[config.mk]
export PLATFORM = sky130hd
export DESIGN_NAME = relative_path_utf8_checker_top
export DESIGN_NICKNAME = d
export VERILOG_FILES = /design/src/rtl/rpu8_pkg.sv /design/src/rtl/relative_path_utf8_checker_top.sv /design/src/rtl/rpu8_utf8.sv /design/src/rtl/rpu8_seg.sv
export SDC_FILE = /design/constraint.sdc
export NUM_CORES = 1
export LEC_CHECK = 0
export BUFFER_PORTS_ARGS = -buffer_cell sky130_fd_sc_hd__buf_4
export CAP_MARGIN = 5
export CORE_MARGIN = 5
export CORE_UTILIZATION = 40
export DETAILED_ROUTE_END_ITERATION = 10
export PLACE_DENSITY = 0.64
export SETUP_SLACK_MARGIN = 0.02
export SLEW_MARGIN = 25
export SYNTH_ARGS = -nofsm -noshare
export SYNTH_HDL_FRONTEND = slang
export SYNTH_SLANG_ARGS = --single-unit
[constraint.sdc]
create_clock -name clk -period 2.4 [get_ports clk]
set_clock_uncertainty 0.15 [all_clocks]
set_input_delay 0 -clock clk [delete_from_list [all_inputs] [get_ports clk]]
set_output_delay 0 -clock clk [all_outputs]
set_load 0.02 [all_outputs]
[src/rtl/rpu8_pkg.sv]
package rpu8_pkg;

	// Extra range rule for the next continuation byte
	localparam logic [2:0] LIM_NONE  = 3'd0;
	localparam logic [2:0] LIM_GE_A0 = 3'd1;
	localparam logic [2:0] LIM_LT_A0 = 3'd2;
	localparam logic [2:0] LIM_GE_90 = 3'd3;
	localparam logic [2:0] LIM_LT_90 = 3'd4;

	localparam logic [7:0] CHR_NUL       = 8'h00;
	localparam logic [7:0] CHR_SLASH     = 8'h2F;
	localparam logic [7:0] CHR_BACKSLASH = 8'h5C;
	localparam logic [7:0] CHR_DOT       = 8'h2E;

	localparam logic [7:0] ASCII_MAX  = 8'h7F;
	localparam logic [7:0] CONT_MASK  = 8'hC0;
	localparam logic [7:0] CONT_TAG   = 8'h80;
	localparam logic [7:0] LEAD2_MIN  = 8'hC2;
	localparam logic [7:0] LEAD2_MAX  = 8'hDF;
	localparam logic [7:0] LEAD3_MIN  = 8'hE0;
	localparam logic [7:0] LEAD3_MAX  = 8'hEF;
	localparam logic [7:0] LEAD3_SURR = 8'hED;
	localparam logic [7:0] LEAD4_MIN  = 8'hF0;
	localparam logic [7:0] LEAD4_MAX  = 8'hF4;
	localparam logic [7:0] BOUND_A0   = 8'hA0;
	localparam logic [7:0] BOUND_90   = 8'h90;

	localparam logic [1:0] SEG_LEN_MAX = 2'd3;

	typedef struct packed {
		logic [1:0] pending;
		logic [2:0] limit;
	} u8_state_t;

	typedef struct packed {
		logic [1:0] len;
		logic       all_dots;
	} seg_state_t;

endpackage

[src/rtl/relative_path_utf8_checker_top.sv]
// A path's verdict is registered onto path_ok as its last item leaves the input register.
// Throughput: one item per cycle while in_stall is low.
// A stalled verdict holds; items without end keep advancing, and the next end item waits
// in the input register, stalling the input until the verdict is taken.
// Reset (arst_n low, asynchronous): empties the input and output registers and
// returns the path state to its start: no pending continuation, empty segment, not failed.
module relative_path_utf8_checker_top (
	input  logic       clk,
	input  logic       arst_n,
	input  logic       in_valid,
	output logic       in_stall,
	input  logic [7:0] path_byte,
	input  logic       has_byte,
	input  logic       end_of_path,
	output logic       out_valid,
	input  logic       out_stall,
	output logic       path_ok
);

	// Input register: holds one accepted transaction
	logic       valid_s1;
	logic [7:0] byte_s1;
	logic       has_s1;
	logic       last_s1;

	// Per-path state
	rpu8_pkg::u8_state_t  u8_q;
	rpu8_pkg::seg_state_t seg_q;
	logic                 failed_q;

	// Result register
	logic out_valid_q;
	logic path_ok_q;

	rpu8_pkg::u8_state_t  u8_step;
	rpu8_pkg::seg_state_t seg_nxt;
	logic                 u8_bad;
	logic                 seg_bad;
	rpu8_pkg::u8_state_t  u8_nxt;
	logic                 failed_nxt;
	logic                 fire_s1;
	logic                 accept_in;

	rpu8_utf8 u_utf8 (
		.data (byte_s1),
		.cur  (u8_q),
		.nxt  (u8_step),
		.bad  (u8_bad)
	);

	rpu8_seg u_seg (
		.data     (byte_s1),
		.has_data (has_s1),
		.is_last  (last_s1),
		.cur      (seg_q),
		.nxt      (seg_nxt),
		.bad      (seg_bad)
	);

	// An item without end always advances; an end item needs room in the result register.
	assign fire_s1   = valid_s1 && (!last_s1 || !out_valid_q || !out_stall);
	assign in_stall  = valid_s1 && !fire_s1;
	assign accept_in = in_valid && !in_stall;

	// Merge the UTF-8 and path checks; an item without a byte leaves UTF-8 state alone.
	always_comb begin
		u8_nxt     = has_s1 ? u8_step : u8_q;
		failed_nxt = failed_q || (has_s1 && u8_bad) || seg_bad;
		// sequence cut short by the end
		if (last_s1 && (u8_nxt.pending != 2'd0))
			failed_nxt = 1'b1;
	end

	always_ff @(posedge clk or negedge arst_n) begin
		if (!arst_n) begin
			valid_s1 <= 1'b0;
		end else if (accept_in) begin
			valid_s1 <= 1'b1;
		end else if (fire_s1) begin
			valid_s1 <= 1'b0;
		end
	end

	always_ff @(posedge clk) begin
		if (accept_in) begin
			byte_s1 <= path_byte;
			has_s1  <= has_byte;
			last_s1 <= end_of_path;
		end
	end

	// Advance the path state; drop back to the start state after each end.
	always_ff @(posedge clk or negedge arst_n) begin
		if (!arst_n) begin
			u8_q.pending  <= 2'd0;
			u8_q.limit    <= rpu8_pkg::LIM_NONE;
			seg_q.len     <= 2'd0;
			seg_q.all_dots <= 1'b1;
			failed_q      <= 1'b0;
		end else if (fire_s1) begin
			if (last_s1) begin
				u8_q.pending  <= 2'd0;
				u8_q.limit    <= rpu8_pkg::LIM_NONE;
				failed_q      <= 1'b0;
			end else begin
				u8_q     <= u8_nxt;
				failed_q <= failed_nxt;
			end
			seg_q <= seg_nxt;
		end
	end

	// Result register: load on an end item, hold while stalled.
	always_ff @(posedge clk or negedge arst_n) begin
		if (!arst_n) begin
			out_valid_q <= 1'b0;
		end else if (fire_s1 && last_s1) begin
			out_valid_q <= 1'b1;
		end else if (!out_stall) begin
			out_valid_q <= 1'b0;
		end
	end

	always_ff @(posedge clk) begin
		if (fire_s1 && last_s1) begin
			path_ok_q <= !failed_nxt;
		end
	end

	assign out_valid = out_valid_q;
	assign path_ok   = path_ok_q;

	// Input backs up only behind a stalled verdict
	a_stall_cause: assert property (@(posedge clk) disable iff (!arst_n)
		in_stall |-> (out_valid_q && out_stall && last_s1))
		else $error("input stalled without a waiting verdict");

	// After an end the path state is back at its start
	a_restart: assert property (@(posedge clk) disable iff (!arst_n)
		(fire_s1 && last_s1) |=> ((u8_q.pending == 2'd0) && (u8_q.limit == rpu8_pkg::LIM_NONE)
			&& !failed_q && (seg_q.len == 2'd0) && seg_q.all_dots))
		else $error("path state not cleared after end of path");

	// A range rule only exists right after a three- or four-byte lead
	a_limit_pending: assert property (@(posedge clk) disable iff (!arst_n)
		(u8_q.limit != rpu8_pkg::LIM_NONE) |-> ((u8_q.pending == 2'd2) || (u8_q.pending == 2'd3)))
		else $error("continuation limit set without matching pending count");

endmodule

[src/rtl/rpu8_utf8.sv]
module rpu8_utf8 (
	input  logic [7:0]          data,
	input  rpu8_pkg::u8_state_t cur,
	output rpu8_pkg::u8_state_t nxt,
	output logic                bad
);

	always_comb begin
		nxt = cur;
		bad = 1'b0;
		if (cur.pending != 2'd0) begin
			bad = (data & rpu8_pkg::CONT_MASK) != rpu8_pkg::CONT_TAG;
			case (cur.limit)
				rpu8_pkg::LIM_GE_A0: if (data < rpu8_pkg::BOUND_A0) bad = 1'b1;
				rpu8_pkg::LIM_LT_A0: if (data >= rpu8_pkg::BOUND_A0) bad = 1'b1;
				rpu8_pkg::LIM_GE_90: if (data < rpu8_pkg::BOUND_90) bad = 1'b1;
				rpu8_pkg::LIM_LT_90: if (data >= rpu8_pkg::BOUND_90) bad = 1'b1;
				default: ;
			endcase
			nxt.limit   = rpu8_pkg::LIM_NONE;
			nxt.pending = cur.pending - 2'd1;
		end else if (data <= rpu8_pkg::ASCII_MAX) begin
			// single byte, nothing to track
		end else if (data inside {[rpu8_pkg::LEAD2_MIN:rpu8_pkg::LEAD2_MAX]}) begin
			nxt.pending = 2'd1;
			nxt.limit   = rpu8_pkg::LIM_NONE;
		end else if (data inside {[rpu8_pkg::LEAD3_MIN:rpu8_pkg::LEAD3_MAX]}) begin
			nxt.pending = 2'd2;
			if (data == rpu8_pkg::LEAD3_MIN)
				nxt.limit = rpu8_pkg::LIM_GE_A0;
			else if (data == rpu8_pkg::LEAD3_SURR)
				nxt.limit = rpu8_pkg::LIM_LT_A0;
			else
				nxt.limit = rpu8_pkg::LIM_NONE;
		end else if (data inside {[rpu8_pkg::LEAD4_MIN:rpu8_pkg::LEAD4_MAX]}) begin
			nxt.pending = 2'd3;
			if (data == rpu8_pkg::LEAD4_MIN)
				nxt.limit = rpu8_pkg::LIM_GE_90;
			else if (data == rpu8_pkg::LEAD4_MAX)
				nxt.limit = rpu8_pkg::LIM_LT_90;
			else
				nxt.limit = rpu8_pkg::LIM_NONE;
		end else begin
			bad = 1'b1;
		end
	end

endmodule

[src/rtl/rpu8_seg.sv]
module rpu8_seg (
	input  logic [7:0]           data,
	input  logic                 has_data,
	input  logic                 is_last,
	input  rpu8_pkg::seg_state_t cur,
	output rpu8_pkg::seg_state_t nxt,
	output logic                 bad
);

	rpu8_pkg::seg_state_t s;

	// empty, "." or ".." segment
	function automatic logic close_bad(input rpu8_pkg::seg_state_t st);
		close_bad = (st.len == 2'd0) || ((st.len <= 2'd2) && st.all_dots);
	endfunction

	always_comb begin
		s   = cur;
		bad = 1'b0;
		if (has_data) begin
			if ((data == rpu8_pkg::CHR_BACKSLASH) || (data == rpu8_pkg::CHR_NUL))
				bad = 1'b1;
			if (data == rpu8_pkg::CHR_SLASH) begin
				if (close_bad(s))
					bad = 1'b1;
				s.len      = 2'd0;
				s.all_dots = 1'b1;
			end else begin
				if (s.len != rpu8_pkg::SEG_LEN_MAX)
					s.len = s.len + 2'd1;
				if (data != rpu8_pkg::CHR_DOT)
					s.all_dots = 1'b0;
			end
		end
		// close the final segment at end of path
		if (is_last) begin
			if (close_bad(s))
				bad = 1'b1;
			s.len      = 2'd0;
			s.all_dots = 1'b1;
		end
		nxt = s;
	end

endmodule
==> summary.txt <==
Cells and area
  • Finished Layout Cells: ~200
  • Commonest non-fill, non-tap cell in the layout: buf_4
  • Commonest non-fill, non-tap cells in the layout: buf_4, dlygate4sd3_1, nand2_1
  • Cell area after layout: around 1600 µm²
  • Ratio of cells with drive above 1 in the final layout: 0.2171
  • Final core occ: 0.5202
  • P&R area growth vs syn: 25.27%
  • Diodes inserted: 0
  • Final #Nets: 167

Timing
  • Hold Fails Final Rpt: 0
  • Tcrit/Tclk final: 0.9087
  • Min cycle time layout: about 2200 ps
  • Worst Tran Pin Value: 499.3 ps
  • F_max: about 460 MHz
  • Unrepaired setup endpoints after global routing: false
  • Post-Route Setup TNS: 0 ps
  • Setup violators final: 0
  • Max_slew headroom: 0.6660
  • Final Max Tran Viols: 0

Clock tree
  • H-Tree Depth: 1
  • Clock Sinks: 22
  • CTS clk-pin slew, worst paths: around 120 ps
  • Root Buffer: clkbuf_4
  • Total CTS buffers: 3
  • Longest Clk Path Bufs: 2
  • CTS tree: yes
  • Clock Latency Late Sink: ~310 ps

Synthesis
  • Sequential area share after synthesis: 0.4826
  • Top_reg_cell synth: edfxtp_1
  • Syn nets: around 130
  • Synth top area share: 0.2627
  • Number of synthesized flops with an enable pin: 11
  • Post-Syn Area per Cell: approximately 10 µm²
  • Syn Std Cell Area: between 1000 and 1500 µm²
  • Synth area leader: edfxtp_1
  • Post-Syn Instances: 120
  • Yosys reg bits: 22
  • Synth warnings: 0
  • Area contributors post-synth: edfxtp_1, dfrtp_1, nand2_1
  • FFs w/ async S/R, synth: 0.5000
  • Distinct cells, synth: 43

Critical path
  • CP max FO: 9
  • Worst R2R End: path_ok
  • WS Path Type: register to register
  • Arr. time, crit path: between 2000 and 2500 ps
  • Logic depth of the worst register-to-register path: 5
  • R2R Path Start: byte_s1[2]
  • CP startpoint kind: register
  • Flop-to-flop setup slack: about 220 ps
  • Slowest cell on the critical path: or4_4
  • Critical path's largest stage delay: roughly 570 ps
  • Worst-path cell chain: or4_4 > a2111oi_4 > a211oi_2 > o211ai_2 > a22oi_1
  • Worst endpoint required time: about 2300 ps
  • Crit. End Element: register

Detailed routing
  • Vias per cell: 5.357
  • Met3 routed WL: roughly 120 µm
  • Router iterations before antenna repair: 4
  • DRT iter0 DRCs: 29
  • Routed wire length: between 2 and 3 mm
  • Routed wl met2: between 1 and 1.5 mm
  • WL/cell: 14.54 µm
  • Via Count: approximately 1100
  • M1 WL: 1.276 mm
  • Post-route ant nets: 0
  • Remaining DRCs: 0
  • Max Used Layer: met4

Die
  • Initial core utilization: 0.4153
  • Die span in x: approximately 66 µm
  • Top Ports: 17
  • Die Ht: about 66 µm
  • Die ar.: 4365 µm²
  • FP Rows: 20
  • Core Region: between 3000 and 4000 µm²

Global route
  • Global Route Usage Sum: 0.1474
  • Largest net degree at the start of global routing: 13
  • GRT overflow: 0
  • Initial antenna violation count: 0
  • First-pass GRT wire length: between 4 and 5 mm
  • Vias in the first global route: 1047

Job
  • Max Cap Viol: 0

Placed design
  • Post-DP Area: roughly 1400 µm²
  • GP Congestion: 0.7960
  • Post-detail-place hpwl: ~2.0 mm
  • DP Cell Count: between 150 and 200
  • Port-buffer cells: 16

Run status
  • Status: finished clean

Worst hold path
  • HP Class: input pin to async pin

Pwr
  • Peak VDD IR: 279.2 µV
  • Leak pwr: 0.6410 nW
  • PD cells: between 500 and 600 nW/µm²
  • Pwr Total: 0.8455 mW
==> timing repair <==
| action | 4_1_cts | 5_1_grt |
|---|---|---|
| gates resized for setup | 0 | 0 |
| hold buffers | 15 | 0 |
| endpoints found under the hold margin | 23 | 0 |
| buffers inserted | 0 | 0 |
| setup endpoints to repair | 0 | 0 |
==> per-layer routing <==
metal,vias up,global-route usage
li1,518,-
met1,504,0.1925
met2,21,0.2365
met3,7,0.03231
met4,0,0.05838
met5,-,0
==> cell usage after synthesis, types with 3 or more instances <==
cell type,n
dfrtp_1,10
nor4_1,4
inv_1,4
nand4b_1,3
nor3_1,4
nand2_1,13
edfxtp_1,11
o21ai_0,5
nor2_1,10
nand3_1,3
a22oi_1,3
mux2_2,3
buf_6,3
a21oi_1,3
nand2b_1,5
==> sequential cells by signal, indices dropped and copies added, names as in the netlist <==
name / flops
failed_q: 1
last_s1: 1
seg_q: 3
valid_s1: 1
has_s1: 1
path_ok: 1
byte_s1: 8
u8_q: 5
out_valid: 1
==> power by group <==
part           leakage [nW]  internal [mW]  switching, mW  total (mW)
Sequential            0.249          0.437         0.0458       0.483
Combinational         0.377         0.0963         0.0910       0.187
Clock                0.0154         0.0608          0.115       0.176
==> through the flow <==
stage	worst slack (ps)	hold slack, ps
2_1_floorplan	355.4	-445.6
3_3_place_gp	305.8	-305.9
3_5_place_dp	231.1	-303.8
4_1_cts	221.5	11.57
5_1_grt	146.6	7.467
6_report	219.1	13.89
==> cells by family after synthesis <==
logic type      synth area share
mux                      0.02686
buf+inv                  0.05074
xor+xnor                0.006966
flops                     0.4826
compound gates            0.1801
simple gates              0.2527
==> area by class of cell <==
cell class	count	area, µm²
tap	44	55.05
multi-input combinational	89	586.8
fill	290	1453
timing repair buffer	33	285.3
clock buffer	3	22.52
inverter	4	15.01
clock inverter	1	3.754
sequential	22	606.8
==> worst max-delay path, delay by kind of cell (launching register included) <==
kind,cells,cell delay (ps)
and+or+nand+nor,1,570
AOI/OAI and AO/OA,4,680
DFF,1,530
==> how the worst max path moves through the flow <==
stage	startpoint	endpoint	cells after the start
finish	byte_s1[2]	path_ok	5
floorplan	byte_s1[3]	path_ok	6
detailed placement	byte_s1[2]	path_ok	5
CTS	byte_s1[2]	path_ok	5
global route	byte_s1[2]	path_ok	5
global placement	byte_s1[2]	path_ok	5
Power figures use the tool's default switching activity.
